--- config.mk ---
export PLATFORM = sky130hd
export DESIGN_NAME = adc_median_history_filter_unit_flat
export DESIGN_NICKNAME = d
export VERILOG_FILES = /design/src/rtl/core/amhf_pkg.sv /design/src/rtl/core/amhf_if.sv /design/src/rtl/core/amhf_store.sv /design/src/rtl/core/amhf_scale.sv /design/src/rtl/core/adc_median_history_filter_unit.sv /design/src/flat_wrapper.sv
export VERILOG_INCLUDE_DIRS = /design/src /design/src/rtl/core
export SDC_FILE = /design/constraint.sdc
export NUM_CORES = 1
export LEC_CHECK = 0
export BUFFER_PORTS_ARGS = -buffer_cell sky130_fd_sc_hd__clkbuf_2
export CAP_MARGIN = 25
export CORE_MARGIN = 4
export CORE_UTILIZATION = 30
export DETAILED_ROUTE_END_ITERATION = 10
export GPL_TIMING_DRIVEN = 0
export SYNTH_ARGS = -nofsm -noshare
export SYNTH_HDL_FRONTEND = slang
export SYNTH_HIERARCHICAL = 1
export SYNTH_SLANG_ARGS = --single-unit
export TNS_END_PERCENT = 30
--- constraint.sdc ---
create_clock -name i_clk -period 13.4 [get_ports i_clk]
set_input_delay 4.02 -clock i_clk [delete_from_list [all_inputs] [get_ports i_clk]]
set_output_delay 4.02 -clock i_clk [all_outputs]
set_load 0.05 [all_outputs]
--- src/rtl/core/adc_median_history_filter_unit_assert.svh ---
`ifndef ADC_MEDIAN_HISTORY_FILTER_UNIT_ASSERT_SVH
`define ADC_MEDIAN_HISTORY_FILTER_UNIT_ASSERT_SVH

// cond must hold at every clock edge out of reset
`define AMHF_ASSERT_ALWAYS(lbl, clk, rst_n, cond, msg) \
    lbl: assert property (@(posedge clk) disable iff (!rst_n) (cond)) else $error(msg);

// cons must hold in the same cycle as ante
`define AMHF_ASSERT_IMPL(lbl, clk, rst_n, ante, cons, msg) \
    lbl: assert property (@(posedge clk) disable iff (!rst_n) (ante) |-> (cons)) \
        else $error(msg);

// cons must hold in the cycle after ante
`define AMHF_ASSERT_NEXT(lbl, clk, rst_n, ante, cons, msg) \
    lbl: assert property (@(posedge clk) disable iff (!rst_n) (ante) |=> (cons)) \
        else $error(msg);

`endif

--- src/rtl/core/amhf_pkg.sv ---
package amhf_pkg;

    localparam int CHANNELS       = 8;
    localparam int HISTORY_DEPTH  = 3;

    localparam int CH_W           = 3;
    localparam int SAMPLE_W       = 15;
    localparam int MV_W           = 12;
    localparam int CH_IDX_W       = (CHANNELS > 1) ? $clog2(CHANNELS) : 1;
    localparam int SLOT_W         = $clog2(HISTORY_DEPTH);
    localparam int SUM_W          = SAMPLE_W + $clog2(HISTORY_DEPTH);
    localparam int TRIM_DIV       = HISTORY_DEPTH - 2;

    localparam int MV_SCALE       = 3300;
    localparam int MV_SCALE_W     = 12;
    localparam int CODE_SPAN_LOG2 = 15;
    localparam int PROD_W         = SAMPLE_W + MV_SCALE_W;

    typedef enum logic {
        ACT_STORE = 1'b0,
        ACT_READ  = 1'b1
    } t_action;

    typedef struct packed {
        t_action             action;
        logic [CH_W-1:0]     channel;
        logic [SAMPLE_W-1:0] sample;
        logic                keep_history;
        logic                advance_set;
        logic                debounced_read;
    } t_item;

endpackage

--- src/rtl/core/amhf_if.sv ---
interface amhf_item_if;
    import amhf_pkg::*;

    logic                valid;
    logic                ready;
    logic                action;
    logic [CH_W-1:0]     channel;
    logic [SAMPLE_W-1:0] sample;
    logic                keep_history;
    logic                advance_set;
    logic                debounced_read;

    modport source (
        output valid, action, channel, sample, keep_history, advance_set, debounced_read,
        input  ready
    );
    modport sink (
        input  valid, action, channel, sample, keep_history, advance_set, debounced_read,
        output ready
    );
endinterface

interface amhf_res_if;
    import amhf_pkg::*;

    logic            valid;
    logic            ready;
    logic [MV_W-1:0] millivolts;

    modport source (output valid, millivolts, input ready);
    modport sink   (input valid, millivolts, output ready);
endinterface

interface amhf_cfg_if;
    logic valid;
    logic ready;
    logic data;

    modport source (output valid, data, input ready);
    modport sink   (input valid, data, output ready);
endinterface

--- src/rtl/core/amhf_store.sv ---
`include "adc_median_history_filter_unit_assert.svh"

module amhf_store (
    input  logic                     i_clk,
    input  logic                     i_rst_n,
    input  logic                     i_item_valid,
    input  amhf_pkg::t_item          i_item,
    input  logic                     i_enabled,
    output logic                     o_item_take,
    output logic                     o_value_valid,
    output logic [amhf_pkg::SAMPLE_W-1:0] o_value,
    input  logic                     i_value_take
);
    import amhf_pkg::*;

    logic [SAMPLE_W-1:0] r_latest [CHANNELS];
    logic [SAMPLE_W-1:0] r_hist [HISTORY_DEPTH][CHANNELS];
    logic [SLOT_W-1:0]   r_slot;
    logic                r_value_valid;
    logic [SAMPLE_W-1:0] r_value;
    logic [SAMPLE_W-1:0] n_value;

    logic [CH_IDX_W-1:0] ch_idx;
    logic                ch_ok;
    logic                is_read;
    logic                do_store;
    logic [SAMPLE_W-1:0] lo;
    logic [SAMPLE_W-1:0] hi;
    logic [SUM_W-1:0]    sum;
    logic [SUM_W-1:0]    trim_sum;
    logic [SUM_W-1:0]    trim_mean;

    assign ch_idx   = CH_IDX_W'(i_item.channel);
    assign ch_ok    = (32'(i_item.channel) < CHANNELS);
    assign is_read  = (i_item.action == ACT_READ);

    assign o_item_take = i_item_valid && (!is_read || !r_value_valid || i_value_take);
    assign do_store    = o_item_take && !is_read && i_enabled && ch_ok;

    always_comb begin
        lo  = '1;
        hi  = '0;
        sum = '0;
        for (int k = 0; k < HISTORY_DEPTH; k++) begin
            if (r_hist[k][ch_idx] < lo) lo = r_hist[k][ch_idx];
            if (r_hist[k][ch_idx] > hi) hi = r_hist[k][ch_idx];
            sum = sum + SUM_W'(r_hist[k][ch_idx]);
        end
        trim_sum = sum - SUM_W'(lo) - SUM_W'(hi);
    end

    generate
        if ((TRIM_DIV & (TRIM_DIV - 1)) == 0) begin : g_div_shift
            assign trim_mean = trim_sum >> $clog2(TRIM_DIV);
        end else begin : g_div_recip
            localparam logic [SUM_W-1:0] RECIP = SUM_W'((64'd1 << SUM_W) / TRIM_DIV);
            logic [2*SUM_W-1:0] prod;
            logic [SUM_W-1:0]   q0;
            logic [SUM_W-1:0]   rem;
            // reciprocal estimate is low by at most one
            assign prod      = trim_sum * RECIP;
            assign q0        = prod[2*SUM_W-1:SUM_W];
            assign rem       = trim_sum - SUM_W'(q0 * TRIM_DIV);
            assign trim_mean = (rem >= SUM_W'(TRIM_DIV)) ? q0 + 1'b1 : q0;
        end
    endgenerate

    always_comb begin
        if (!ch_ok) begin
            n_value = '0;
        end else if (i_item.debounced_read) begin
            n_value = SAMPLE_W'(trim_mean);
        end else begin
            n_value = r_latest[ch_idx];
        end
    end

    always_ff @(posedge i_clk) begin
        if (!i_rst_n) begin
            r_slot        <= '0;
            r_value_valid <= 1'b0;
            for (int c = 0; c < CHANNELS; c++) begin
                r_latest[c] <= '0;
                for (int k = 0; k < HISTORY_DEPTH; k++) begin
                    r_hist[k][c] <= '0;
                end
            end
        end else begin
            if (do_store) begin
                r_latest[ch_idx] <= i_item.sample;
                if (i_item.keep_history) begin
                    r_hist[r_slot][ch_idx] <= i_item.sample;
                end
                if (i_item.advance_set) begin
                    r_slot <= (r_slot == SLOT_W'(HISTORY_DEPTH - 1)) ? '0 : r_slot + 1'b1;
                end
            end
            if (o_item_take && is_read) begin
                r_value_valid <= 1'b1;
            end else if (i_value_take) begin
                r_value_valid <= 1'b0;
            end
        end
    end

    always_ff @(posedge i_clk) begin
        if (o_item_take && is_read) begin
            r_value <= n_value;
        end
    end

    assign o_value_valid = r_value_valid;
    assign o_value       = r_value;

    `AMHF_ASSERT_ALWAYS(a_slot_range, i_clk, i_rst_n, r_slot <= SLOT_W'(HISTORY_DEPTH - 1), "history slot out of range")
    `AMHF_ASSERT_NEXT(a_value_hold, i_clk, i_rst_n, r_value_valid && !i_value_take, r_value_valid && $stable(r_value), "pending value lost")
    `AMHF_ASSERT_NEXT(a_disabled_store, i_clk, i_rst_n, o_item_take && !is_read && !i_enabled, $stable(r_slot), "slot moved while disabled")
    `AMHF_ASSERT_NEXT(a_read_fills, i_clk, i_rst_n, o_item_take && is_read, r_value_valid, "read transaction dropped")

endmodule

--- src/rtl/core/amhf_scale.sv ---
module amhf_scale (
    input  logic                          i_clk,
    input  logic                          i_rst_n,
    input  logic                          i_value_valid,
    input  logic [amhf_pkg::SAMPLE_W-1:0] i_value,
    output logic                          o_value_take,
    output logic                          o_valid,
    output logic [amhf_pkg::MV_W-1:0]     o_millivolts,
    input  logic                          i_ready
);
    import amhf_pkg::*;

    logic              r_valid;
    logic [MV_W-1:0]   r_mv;
    logic [MV_W-1:0]   n_mv;
    logic [PROD_W-1:0] product;

    assign o_value_take = i_value_valid && (!r_valid || i_ready);

    // value * 3300 / 32768
    assign product = PROD_W'(i_value) * PROD_W'(MV_SCALE);
    assign n_mv    = product[CODE_SPAN_LOG2 +: MV_W];

    always_ff @(posedge i_clk) begin
        if (!i_rst_n) begin
            r_valid <= 1'b0;
        end else if (o_value_take) begin
            r_valid <= 1'b1;
        end else if (i_ready) begin
            r_valid <= 1'b0;
        end
    end

    always_ff @(posedge i_clk) begin
        if (o_value_take) begin
            r_mv <= n_mv;
        end
    end

    assign o_valid      = r_valid;
    assign o_millivolts = r_mv;

endmodule

--- src/rtl/core/adc_median_history_filter_unit.sv ---
// Path: a read result passes the input register, the value register and the
// output register in order; back-pressure can hold it in any of them.
// Throughput: one transaction per cycle unless the result output stalls;
// stores yield no result. Reset: synchronous, clears enable, history slot,
// latest and history values to zero; no clearing pass.
module adc_median_history_filter_unit (
    input  logic         i_clk,
    input  logic         i_rst_n,
    amhf_cfg_if.sink     i_cfg,
    amhf_item_if.sink    i_item,
    amhf_res_if.source   o_result
);
    import amhf_pkg::*;

    logic                r_enabled;
    logic                r_in_valid;
    t_item               r_in;
    logic                in_take;
    logic                value_valid;
    logic [SAMPLE_W-1:0] value;
    logic                value_take;

    assign i_cfg.ready  = 1'b1;
    assign i_item.ready = !r_in_valid || in_take;

    always_ff @(posedge i_clk) begin
        if (!i_rst_n) begin
            r_enabled  <= 1'b0;
            r_in_valid <= 1'b0;
        end else begin
            if (i_cfg.valid) begin
                r_enabled <= i_cfg.data;
            end
            if (i_item.ready) begin
                r_in_valid <= i_item.valid;
            end
        end
    end

    always_ff @(posedge i_clk) begin
        if (i_item.valid && i_item.ready) begin
            r_in.action         <= t_action'(i_item.action);
            r_in.channel        <= i_item.channel;
            r_in.sample         <= i_item.sample;
            r_in.keep_history   <= i_item.keep_history;
            r_in.advance_set    <= i_item.advance_set;
            r_in.debounced_read <= i_item.debounced_read;
        end
    end

    amhf_store u_store (
        .i_clk         (i_clk),
        .i_rst_n       (i_rst_n),
        .i_item_valid  (r_in_valid),
        .i_item        (r_in),
        .i_enabled     (r_enabled),
        .o_item_take   (in_take),
        .o_value_valid (value_valid),
        .o_value       (value),
        .i_value_take  (value_take)
    );

    amhf_scale u_scale (
        .i_clk         (i_clk),
        .i_rst_n       (i_rst_n),
        .i_value_valid (value_valid),
        .i_value       (value),
        .o_value_take  (value_take),
        .o_valid       (o_result.valid),
        .o_millivolts  (o_result.millivolts),
        .i_ready       (o_result.ready)
    );

endmodule
--- src/flat_wrapper.sv ---
// flat-port wrapper written by rule: the top's interface ports become plain ports
module adc_median_history_filter_unit_flat import amhf_pkg::*;
  (i_clk, i_rst_n, i_cfg_valid, i_cfg_data, i_cfg_ready, i_item_valid, i_item_action, i_item_channel, i_item_sample, i_item_keep_history, i_item_advance_set, i_item_debounced_read, i_item_ready, o_result_valid, o_result_millivolts, o_result_ready);
  amhf_cfg_if i_cfg_i ();
  amhf_item_if i_item_i ();
  amhf_res_if o_result_i ();
  input  logic i_clk;
  input  logic i_rst_n;
  input wire logic [$bits(i_cfg_i.valid)-1:0] i_cfg_valid;
  input wire logic [$bits(i_cfg_i.data)-1:0] i_cfg_data;
  output wire logic [$bits(i_cfg_i.ready)-1:0] i_cfg_ready;
  input wire logic [$bits(i_item_i.valid)-1:0] i_item_valid;
  input wire logic [$bits(i_item_i.action)-1:0] i_item_action;
  input wire logic [$bits(i_item_i.channel)-1:0] i_item_channel;
  input wire logic [$bits(i_item_i.sample)-1:0] i_item_sample;
  input wire logic [$bits(i_item_i.keep_history)-1:0] i_item_keep_history;
  input wire logic [$bits(i_item_i.advance_set)-1:0] i_item_advance_set;
  input wire logic [$bits(i_item_i.debounced_read)-1:0] i_item_debounced_read;
  output wire logic [$bits(i_item_i.ready)-1:0] i_item_ready;
  output wire logic [$bits(o_result_i.valid)-1:0] o_result_valid;
  output wire logic [$bits(o_result_i.millivolts)-1:0] o_result_millivolts;
  input wire logic [$bits(o_result_i.ready)-1:0] o_result_ready;
  assign i_cfg_i.valid = i_cfg_valid;
  assign i_cfg_i.data = i_cfg_data;
  assign i_cfg_ready = i_cfg_i.ready;
  assign i_item_i.valid = i_item_valid;
  assign i_item_i.action = i_item_action;
  assign i_item_i.channel = i_item_channel;
  assign i_item_i.sample = i_item_sample;
  assign i_item_i.keep_history = i_item_keep_history;
  assign i_item_i.advance_set = i_item_advance_set;
  assign i_item_i.debounced_read = i_item_debounced_read;
  assign i_item_ready = i_item_i.ready;
  assign o_result_valid = o_result_i.valid;
  assign o_result_millivolts = o_result_i.millivolts;
  assign o_result_i.ready = o_result_ready;
  adc_median_history_filter_unit u_core (.i_clk(i_clk), .i_rst_n(i_rst_n), .i_cfg(i_cfg_i), .i_item(i_item_i), .o_result(o_result_i));
endmodule
==> results.yml, run 1 <==
status:
  outcome: "complete, no violations"
floorplanning:
  row_count: 115
  dieArea_sq_mm: 0.1050
  die_x_microns: 324.0
  num_io_pins: 43
  die_y_microns: 324.0
  fp.coreArea_sq_mm: 0.09871
  initial_utilization: 0.3034
grt:
  grt_util_all_layers: 0.1861
  antenna_found_initial: 1
  grt_max_degree: 23
  grt_pass1_vias: 20728
  grt_pass1_wl_mm: 143.2
  grt-ovfl-total: 0
sta:
  hold_viol: 0
  fin_crit_ps: 12690
  skew_ps: 68.63
  setup_violations: 0
  finalCritPeriodShare: 0.9473
  tns_ps: 0
  timing.final.max_slew_violations: 0
  rsz0062_at_grt: "no"
  holdWs_ps: 488.2
  worst_pin_slew_ps: 1059
  relSlewSlack: 0.2937
  fmax_mhz: 78.78
logic_synthesis:
  avgSynthCellArea_sq_um: 12.22
  syn-cell-area_sq_mm: 0.02995
  yosysUniqueCellTypes: 89
  yosys_warnings: 6
  synthArstFlopShare: 0
  ys.flop_type: "edfxtp_1"
  ys_seq_area_frac: 0.5344
  synth_nets: 2715
  ys_ff_latch: 535
  syn_inst: 2452
  synth_edf_count: 529
setup_path:
  worstSetupPathType: "register to register"
  critPathMaxFanout: 10
  crit_slowest_cell: "nor2_1"
  worstSetupEndpointType: "register"
  cp-start-kind: "register"
  cp.required_ps: 13720
  crit_top_cell: "o21ai_0"
  worstPathArrival_ps: 13020
  cpPeakStageDelay_ps: 910
drt:
  ant_nets: 0
  routed_wl_mm: 98.29
  drt_iter0_markers: 2288
  dr.pass1.iters: 6
  vias_per_cell: 5.327
  drcViolationCount: 0
  wl_per_cell_microns: 25.16
  vias: 20806
cells_and_area:
  final_cells: 3906
  num_antenna_cells: 0
  syn2layout_area_growth_pct: 13.51
  layout_common_cells: "edfxtp_1, and2_1, inv_1"
  fill_cells: 9702
  final_area_sq_mm: 0.03400
  final_nets: 2837
  drive_gt1_frac: 0.1126
  layout_commonest_cell: "edfxtp_1"
clocking:
  numClockSinks: 535
  path_clk_slew_ps: 60
  root_buffer: "clkbuf_16"
  htreeDepth: 2
  cts_max_path_buffers: 3
  cts_resized: 0
  cts_tree: "done"
  insertion_delay_ps: 660
  hold_buffers: 0
  postCtsSetupBuffers: 0
  cts_buffers: 56
placement:
  dpl_cell_area_sq_mm: 0.03219
  port_buffers: 41
  hpwl_mm: 71.93
  gp_congestion: 0.9400
  dpl.cell_count: 3804
run:
  maxCapViolations: 0
worst_hold_path:
  hold_path_class: "register to register"
[worst paths after layout]
kind                                                           startpoint                              endpoint  slack (ps)  cells after the start
worst min register to register  u_core/u_store/o_value_valid$_SDFFE_PN0P_   u_core/u_scale/o_valid$_SDFFE_PN0P_         490                      1
worst max-delay path                            u_core/r_in[19]$_DFFE_PP_  u_core/u_store/o_value[14]$_DFFE_PP_         710                     40
worst max register to register                  u_core/r_in[19]$_DFFE_PP_  u_core/u_store/o_value[14]$_DFFE_PP_         710                     40
worst min-delay path            u_core/u_store/o_value_valid$_SDFFE_PN0P_   u_core/u_scale/o_valid$_SDFFE_PN0P_         490                      1
[kinds of logic (layout without fill, tap and decap cells)]
| group | after synthesis | in the layout | share of synthesized area |
|---|---|---|---|
| AOI/OAI and AO/OA | 413 | 413 | 0.09821 |
| xor gates and xnor gates | 24 | 24 | 0.007018 |
| adders and majority gates | 235 | 235 | 0.1187 |
| buffers and inverters | 363 | 530 | 0.04800 |
| DFF | 535 | 535 | 0.5344 |
| muxes | 102 | 102 | 0.04203 |
| other | 1 | 1 | 0.0001252 |
| and+or+nand+nor | 779 | 779 | 0.1515 |
[critical path, delay by kind of cell, from the launching register on]
family / cells / cell delay [ps]
compound gates: 18 / 3760
buf+inv: 8 / 2930
fa+ha+maj: 6 / 2380
flops: 1 / 520
simple gates: 8 / 2800
[metrics by stage]
step	util	setup WS, ps
5_1_grt	0.3444	37.77
2_1_floorplan	-	3753
3_3_place_gp	0.3218	547.7
6_report	0.3444	705.9
4_1_cts	0.3444	537.7
3_5_place_dp	0.3261	593.3
[Yosys cell counts (all sizes together), types with 6 or more instances]
master	n	area share
edfxtp	529	0.53
and2	370	0.077
inv	193	0.024
ha	153	0.064
and3	144	0.030
clkbuf	127	0.016
a22oi	104	0.026
nand2	86	0.011
o21ai	83	0.014
fa	82	0.055
a21oi	76	0.014
nor2	75	0.010
mux2	44	0.017
mux2i	44	0.015
buf	42	0.0078
a221oi	37	0.011
nand4	28	0.0061
a21o	22	0.0058
a22o	19	0.0056
nand3	15	0.0027
mux4	14	0.011
nor2b	14	0.0029
nor3	14	0.0025
xnor2	12	0.0035
xor2	12	0.0035
and4	10	0.0029
o21a	9	0.0023
a211oi	7	0.0021
nand2b	7	0.0017
a221o	6	0.0020
dfxtp	6	0.0040
[registers in the layout, summed over array words and instances (netlist names)]
signal,count
u_core/u_scale/o_valid,1
u_core/r_enabled,1
u_core/u_store/r_slot,2
u_core/u_store/r_hist,360
u_core/u_store/r_latest,120
u_core/r_in,22
u_core/u_store/o_value_valid,1
u_core/u_scale/o_millivolts,12
u_core/u_store/o_value,15
u_core/r_in_valid,1
[layout make-up]
class | instances | area (sq um) | area share
Multi-Input combinational cell | 1554 | 12600 | 0.3705
Sequential cell | 535 | 16010 | 0.4708
Tap cell | 1287 | 1610 | 0.04736
Timing Repair Buffer | 65 | 540.5 | 0.01590
Clock inverter | 35 | 360.3 | 0.01060
Buffer | 168 | 709.4 | 0.02087
Clock buffer | 68 | 1446 | 0.04254
Inverter | 194 | 728.2 | 0.02142
[routing by layer]
layer	part of all wire	routed length [microns]	vias to the layer above	track usage
li1	-	-	9134	-
met1	0.40	39520	10363	0.2461
met2	0.44	43210	1096	0.2885
met3	0.10	10200	213	0.04305
met4	0.055	5361	0	0.09113
met5	0	0	-	0
Power of run 1 is left out: the tool's default activity adds up to more than one toggle a clock period on the data nets, which glitch-free logic cannot reach.
==> run 2: changes to the inputs <==
- CELL_PAD_IN_SITES_DETAIL_PLACEMENT: default -> 0
- CELL_PAD_IN_SITES_GLOBAL_PLACEMENT: default -> 2
- CORE_UTILIZATION: 30 -> 45
- PLACE_DENSITY_LB_ADDON: default -> 0.1
==> run 2 against run 1 <==
  * Clock skew fell by 37 ps
  * Setup slack got worse by 130 ps
  * Via count increased by 0.76%
  * Cell count fell by 11%
  * Fmax decreased by 1.0%
  * First-iteration DRC count grew 5.9%
  * Global-route usage up 10 points
  * Critical endpoint unchanged
==> results.yml, run 2 (synthesis gave the netlist of run 1 again) <==
floorplanning:
  die_y_microns: 266.0
  row_count: 94
  die_x_microns: 266.0
  initial_utilization: 0.4547
  dieArea_sq_mm: 0.07075
  num_io_pins: 43
  fp.coreArea_sq_mm: 0.06586
status:
  outcome: "complete, no violations"
cells_and_area:
  largest_register_ffs: 360
  final_nets: 2842
  syn2layout_area_growth_pct: 12.30
  layout_commonest_cell: "edfxtp_1"
  final_area_sq_mm: 0.03363
  layout_common_cells: "edfxtp_1, and2_1, inv_1"
  final_cells: 3491
  drive_gt1_frac: 0.1169
  fill_cells: 5856
  top_register: "u_core/u_store/r_hist"
  top_regs: "u_core/u_store/r_hist x360, u_core/u_store/r_latest x120, u_core/r_in x22"
setup_path:
  worstSetupEndpointType: "register"
  worstSetupPathType: "register to register"
  critPathMaxFanout: 10
  crit_slowest_cell: "clkbuf_1"
  cp.required_ps: 13740
  worstPathArrival_ps: 13160
  cp-start-kind: "register"
  cpPeakStageDelay_ps: 840
sta:
  fin_crit_ps: 12830
  hold_viol: 0
  skew_ps: 31.49
  setup_violations: 0
  tns_ps: 0
  worst_pin_slew_ps: 1284
  layout_setup_ws_ps: 573.6
  fmax_mhz: 77.96
  finalCritPeriodShare: 0.9572
  relSlewSlack: 0.1439
  timing.final.max_slew_violations: 0
  rsz0062_at_grt: "no"
clocking:
  hold_buffers: 0
  cts_max_path_buffers: 3
  cts_tree: "done"
  insertion_delay_ps: 640
  cts_buffers: 56
  root_buffer: "clkbuf_16"
  htreeDepth: 2
  path_clk_slew_ps: 60
  numClockSinks: 535
placement:
  dpl_cell_area_sq_mm: 0.03172
  dpl.cell_count: 3384
  port_buffers: 41
  hpwl_mm: 75.38
  gp_congestion: 0.9166
  place_ws_ps: 234.2
drt:
  dr.pass1.iters: 6
  drt_iter0_markers: 2424
  vias: 20964
  drcViolationCount: 0
  routed_wl_mm: 103.4
  vias_per_cell: 6.005
  wl_per_cell_microns: 29.62
  ant_nets: 0
grt:
  antenna_found_initial: 9
  grt_pass1_wl_mm: 148.0
  grt-ovfl-total: 0
  grt_max_degree: 23
  grt_pass1_vias: 20751
  grt_util_all_layers: 0.2909
run:
  maxCapViolations: 0
worst_hold_path:
  hold_path_class: "register to register"
[run 2: per-stage QoR]
step | hold slack [ps] | utilization
4_1_cts | 500.2 | 0.5101
2_1_floorplan | 446.9 | -
3_3_place_gp | 480.6 | 0.4743
5_1_grt | 537.8 | 0.5106
6_report | 507.4 | 0.5107
3_5_place_dp | 479.4 | 0.4816
[run 2: area by class of cell]
cell class,count,area [sq um],area share
Inverter,194,728.2,0.02165
Clock inverter,32,389.1,0.01157
Multi-Input combinational cell,1554,12610,0.3749
Tap cell,864,1081,0.03214
Buffer,167,704.4,0.02094
Antenna cell,1,2.502,0.00007440
Sequential cell,535,16010,0.4759
Timing Repair Buffer,71,630.6,0.01875
Clock buffer,73,1485,0.04416
[run 2: routing by layer]
| metal | share of wire | vias to the layer above | global-route usage | wire, microns |
|---|---|---|---|---|
| met5 | 0 | - | 0 | 0 |
| met2 | 0.44 | 1106 | 0.4480 | 45960 |
| met4 | 0.038 | 0 | 0.09771 | 3879 |
| met1 | 0.42 | 10544 | 0.4120 | 43210 |
| met3 | 0.10 | 162 | 0.06464 | 10370 |
| li1 | - | 9152 | - | - |
[run 2: worst max-delay path: cells and delay by family, from the launching register on]
family / cells / cell delay, ps
AOI/OAI and AO/OA: 16 / 3650
muxes: 1 / 420
and+or+nand+nor: 11 / 2850
DFF: 1 / 340
buffers and inverters: 7 / 2640
adders and majority gates: 6 / 2590
[run 2: repair_timing]
| item | in CTS | in global routing |
|---|---|---|
| buffers inserted | 0 | 0 |
| resized for setup | 0 | 6 |
| endpoints found under the setup margin | 0 | 3 |
| endpoints found under the hold margin | 0 | 0 |
[run 2: worst paths after layout]
path                                                           startpoint                                    to  slack [ps]  cells after the start
worst max-delay path                            u_core/r_in[18]$_DFFE_PP_  u_core/u_store/o_value[14]$_DFFE_PP_         570                     41
worst max register to register                  u_core/r_in[18]$_DFFE_PP_  u_core/u_store/o_value[14]$_DFFE_PP_         570                     41
worst min register to register  u_core/u_store/o_value_valid$_SDFFE_PN0P_   u_core/u_scale/o_valid$_SDFFE_PN0P_         510                      1
worst min-delay path            u_core/u_store/o_value_valid$_SDFFE_PN0P_   u_core/u_scale/o_valid$_SDFFE_PN0P_         510                      1
Power of run 2 is left out for the same reason.
==> run 3: changes to the inputs <==
- CELL_PAD_IN_SITES_GLOBAL_PLACEMENT: 2 -> 1
- CORE_UTILIZATION: 45 -> 53
- CTS_CLUSTER_SIZE: default -> 28
==> run 3 against run 2 <==
  * Final area is 1.2% lower
  * First-iteration DRC count up 4.4%
  * Global-route usage rose by 3.4 points
  * Sequential cell count is the same
  * Cell count shrank 3.5%
  * Non-clock buffer count fell by 2
  * Utilization rose by 8.8 points
  * Sequential share of layout area up 0.59 points
  * Register-to-register slack better by 20 ps
  * Clock-buffer cell count is 7 lower
==> results.yml, run 3 (synthesis gave the netlist of run 1 again) <==
setup_path:
  critPathMaxFanout: 10
  cpPeakStageDelay_ps: 690
  path_delay_family: "compound AO/OA/AOI/OAI gates"
  worstSetupPathDepth: 40
  worstSetupPathType: "register to register"
  worstSetupEndpointType: "register"
  cp_num_buf_inv: 9
  cp-start-kind: "register"
  crit_slowest_cell: "clkbuf_1"
  worstPathArrival_ps: 13140
  r2r_cells: 40
  crit_top_cell: "o21ai_0"
  cp.required_ps: 13740
grt:
  grt_pass1_wl_mm: 141.6
  use_met1: 0.4474
  grt-busiest-layer: "met2"
  grt-ovfl-total: 0
  grt_use_met3: 0.08254
  grt_pass1_vias: 20889
  grt_util_all_layers: 0.3250
  grt_max_degree: 23
  grtUsageMet2: 0.4998
  antenna_found_initial: 1
clocking:
  cts_buffers: 54
  insertion_delay_ps: 620
  cts_max_path_buffers: 3
  htreeDepth: 2
  postCtsSetupBuffers: 0
  cts_resized: 0
  hold_buffers: 0
  root_buffer: "clkbuf_16"
  path_clk_slew_ps: 60
  numClockSinks: 535
  cts_tree: "done"
sta:
  timing.final.max_slew_violations: 0
  setup_violations: 0
  fin_crit_ps: 12810
  hold_viol: 0
  holdWs_ps: 495.2
  worst_pin_slew_ps: 1322
  finalCritPeriodShare: 0.9556
  fmax_mhz: 78.09
  skew_ps: 22.13
  relSlewSlack: 0.1190
placement:
  gp_congestion: 0.9519
  port_buffers: 41
  hpwl_mm: 71.12
drt:
  routed_wl_mm: 98.43
  vias_per_cell: 6.264
  dr.pass1.iters: 6
  ant_nets: 0
  vias: 21097
  wl_per_cell_microns: 29.23
  drcViolationCount: 0
  drt_iter0_markers: 2530
cells_and_area:
  syn2layout_area_growth_pct: 10.92
  largest_register_ffs: 360
  top_register: "u_core/u_store/r_hist"
  top_regs: "u_core/u_store/r_hist x360, u_core/u_store/r_latest x120, u_core/r_in x22"
  layout_common_cells: "edfxtp_1, and2_1, inv_1"
  drive_gt1_frac: 0.1139
  utilization: 0.5983
  final_nets: 2838
  layout_commonest_cell: "edfxtp_1"
worst_hold_path:
  hold_path_class: "register to register"
  hold_depth: 1
status:
  outcome: "complete, no violations"
run:
  maxCapViolations: 0
floorplanning:
  row_count: 86
  fp.coreArea_sq_mm: 0.05552
  num_io_pins: 43
  initial_utilization: 0.5394
  dieArea_sq_mm: 0.06038
  die_y_microns: 245.7
  die_x_microns: 245.7
run 3: changes by cell type in the layout (fill, tap and decap cells not counted), moves of 2 or more:
| cell | before | now |
|---|---|---|
| nor2_2 | 3 | 1 |
| clkinv_1 | 10 | 12 |
| bufinv_16 | 8 | 2 |
| clkbuf_1 | 139 | 135 |
| clkbuf_16 | 56 | 54 |
| diode_2 | 1 | 3 |
| clkinv_2 | 9 | 12 |
| clkbuf_8 | 2 | 0 |
| buf_8 | 22 | 19 |
run 3: cell type report:
class | instances | area, sq um
clock inverters | 32 | 229.0
well taps | 748 | 935.9
repair buffers | 68 | 589.3
clock buffers | 66 | 1396
plain buffers | 168 | 715.7
flip-flops and latches | 535 | 16010
fillers | 4594 | 22300
diodes | 3 | 7.507
inverters | 194 | 728.2
multi-input cells | 1554 | 12610
run 3: path summary, 6_finish.rpt:
kind,startpoint,end,slack [ps]
max,u_core/r_in[20]$_DFFE_PP_,u_core/u_store/o_value[14]$_DFFE_PP_,590
min reg2reg,u_core/u_store/o_value_valid$_SDFFE_PN0P_,u_core/u_scale/o_valid$_SDFFE_PN0P_,500
min,u_core/u_store/o_value_valid$_SDFFE_PN0P_,u_core/u_scale/o_valid$_SDFFE_PN0P_,500
max reg2reg,u_core/r_in[20]$_DFFE_PP_,u_core/u_store/o_value[14]$_DFFE_PP_,590
run 3: stage by stage:
stage | setup slack (ps) | instance area [sq um] | std cells | setup TNS, ps
final | 594.6 | 33220 | 3368 | 0
after global routing | -3.967 | 33210 | 3365 | -3.967
after CTS | 415.3 | 33160 | 3364 | 0
after detailed placement | 443.9 | 31540 | 3266 | 0
after global placement | 400.4 | 31090 | 3241 | 0
after floorplan | 3753 | 29950 | 2452 | 0
run 3: layer usage:
metal,share of wire,routed length [microns]
met5,0,0
met4,0.042,4134
met3,0.12,11440
met2,0.45,44060
met1,0.39,38800
Power of run 3 is left out for the same reason.
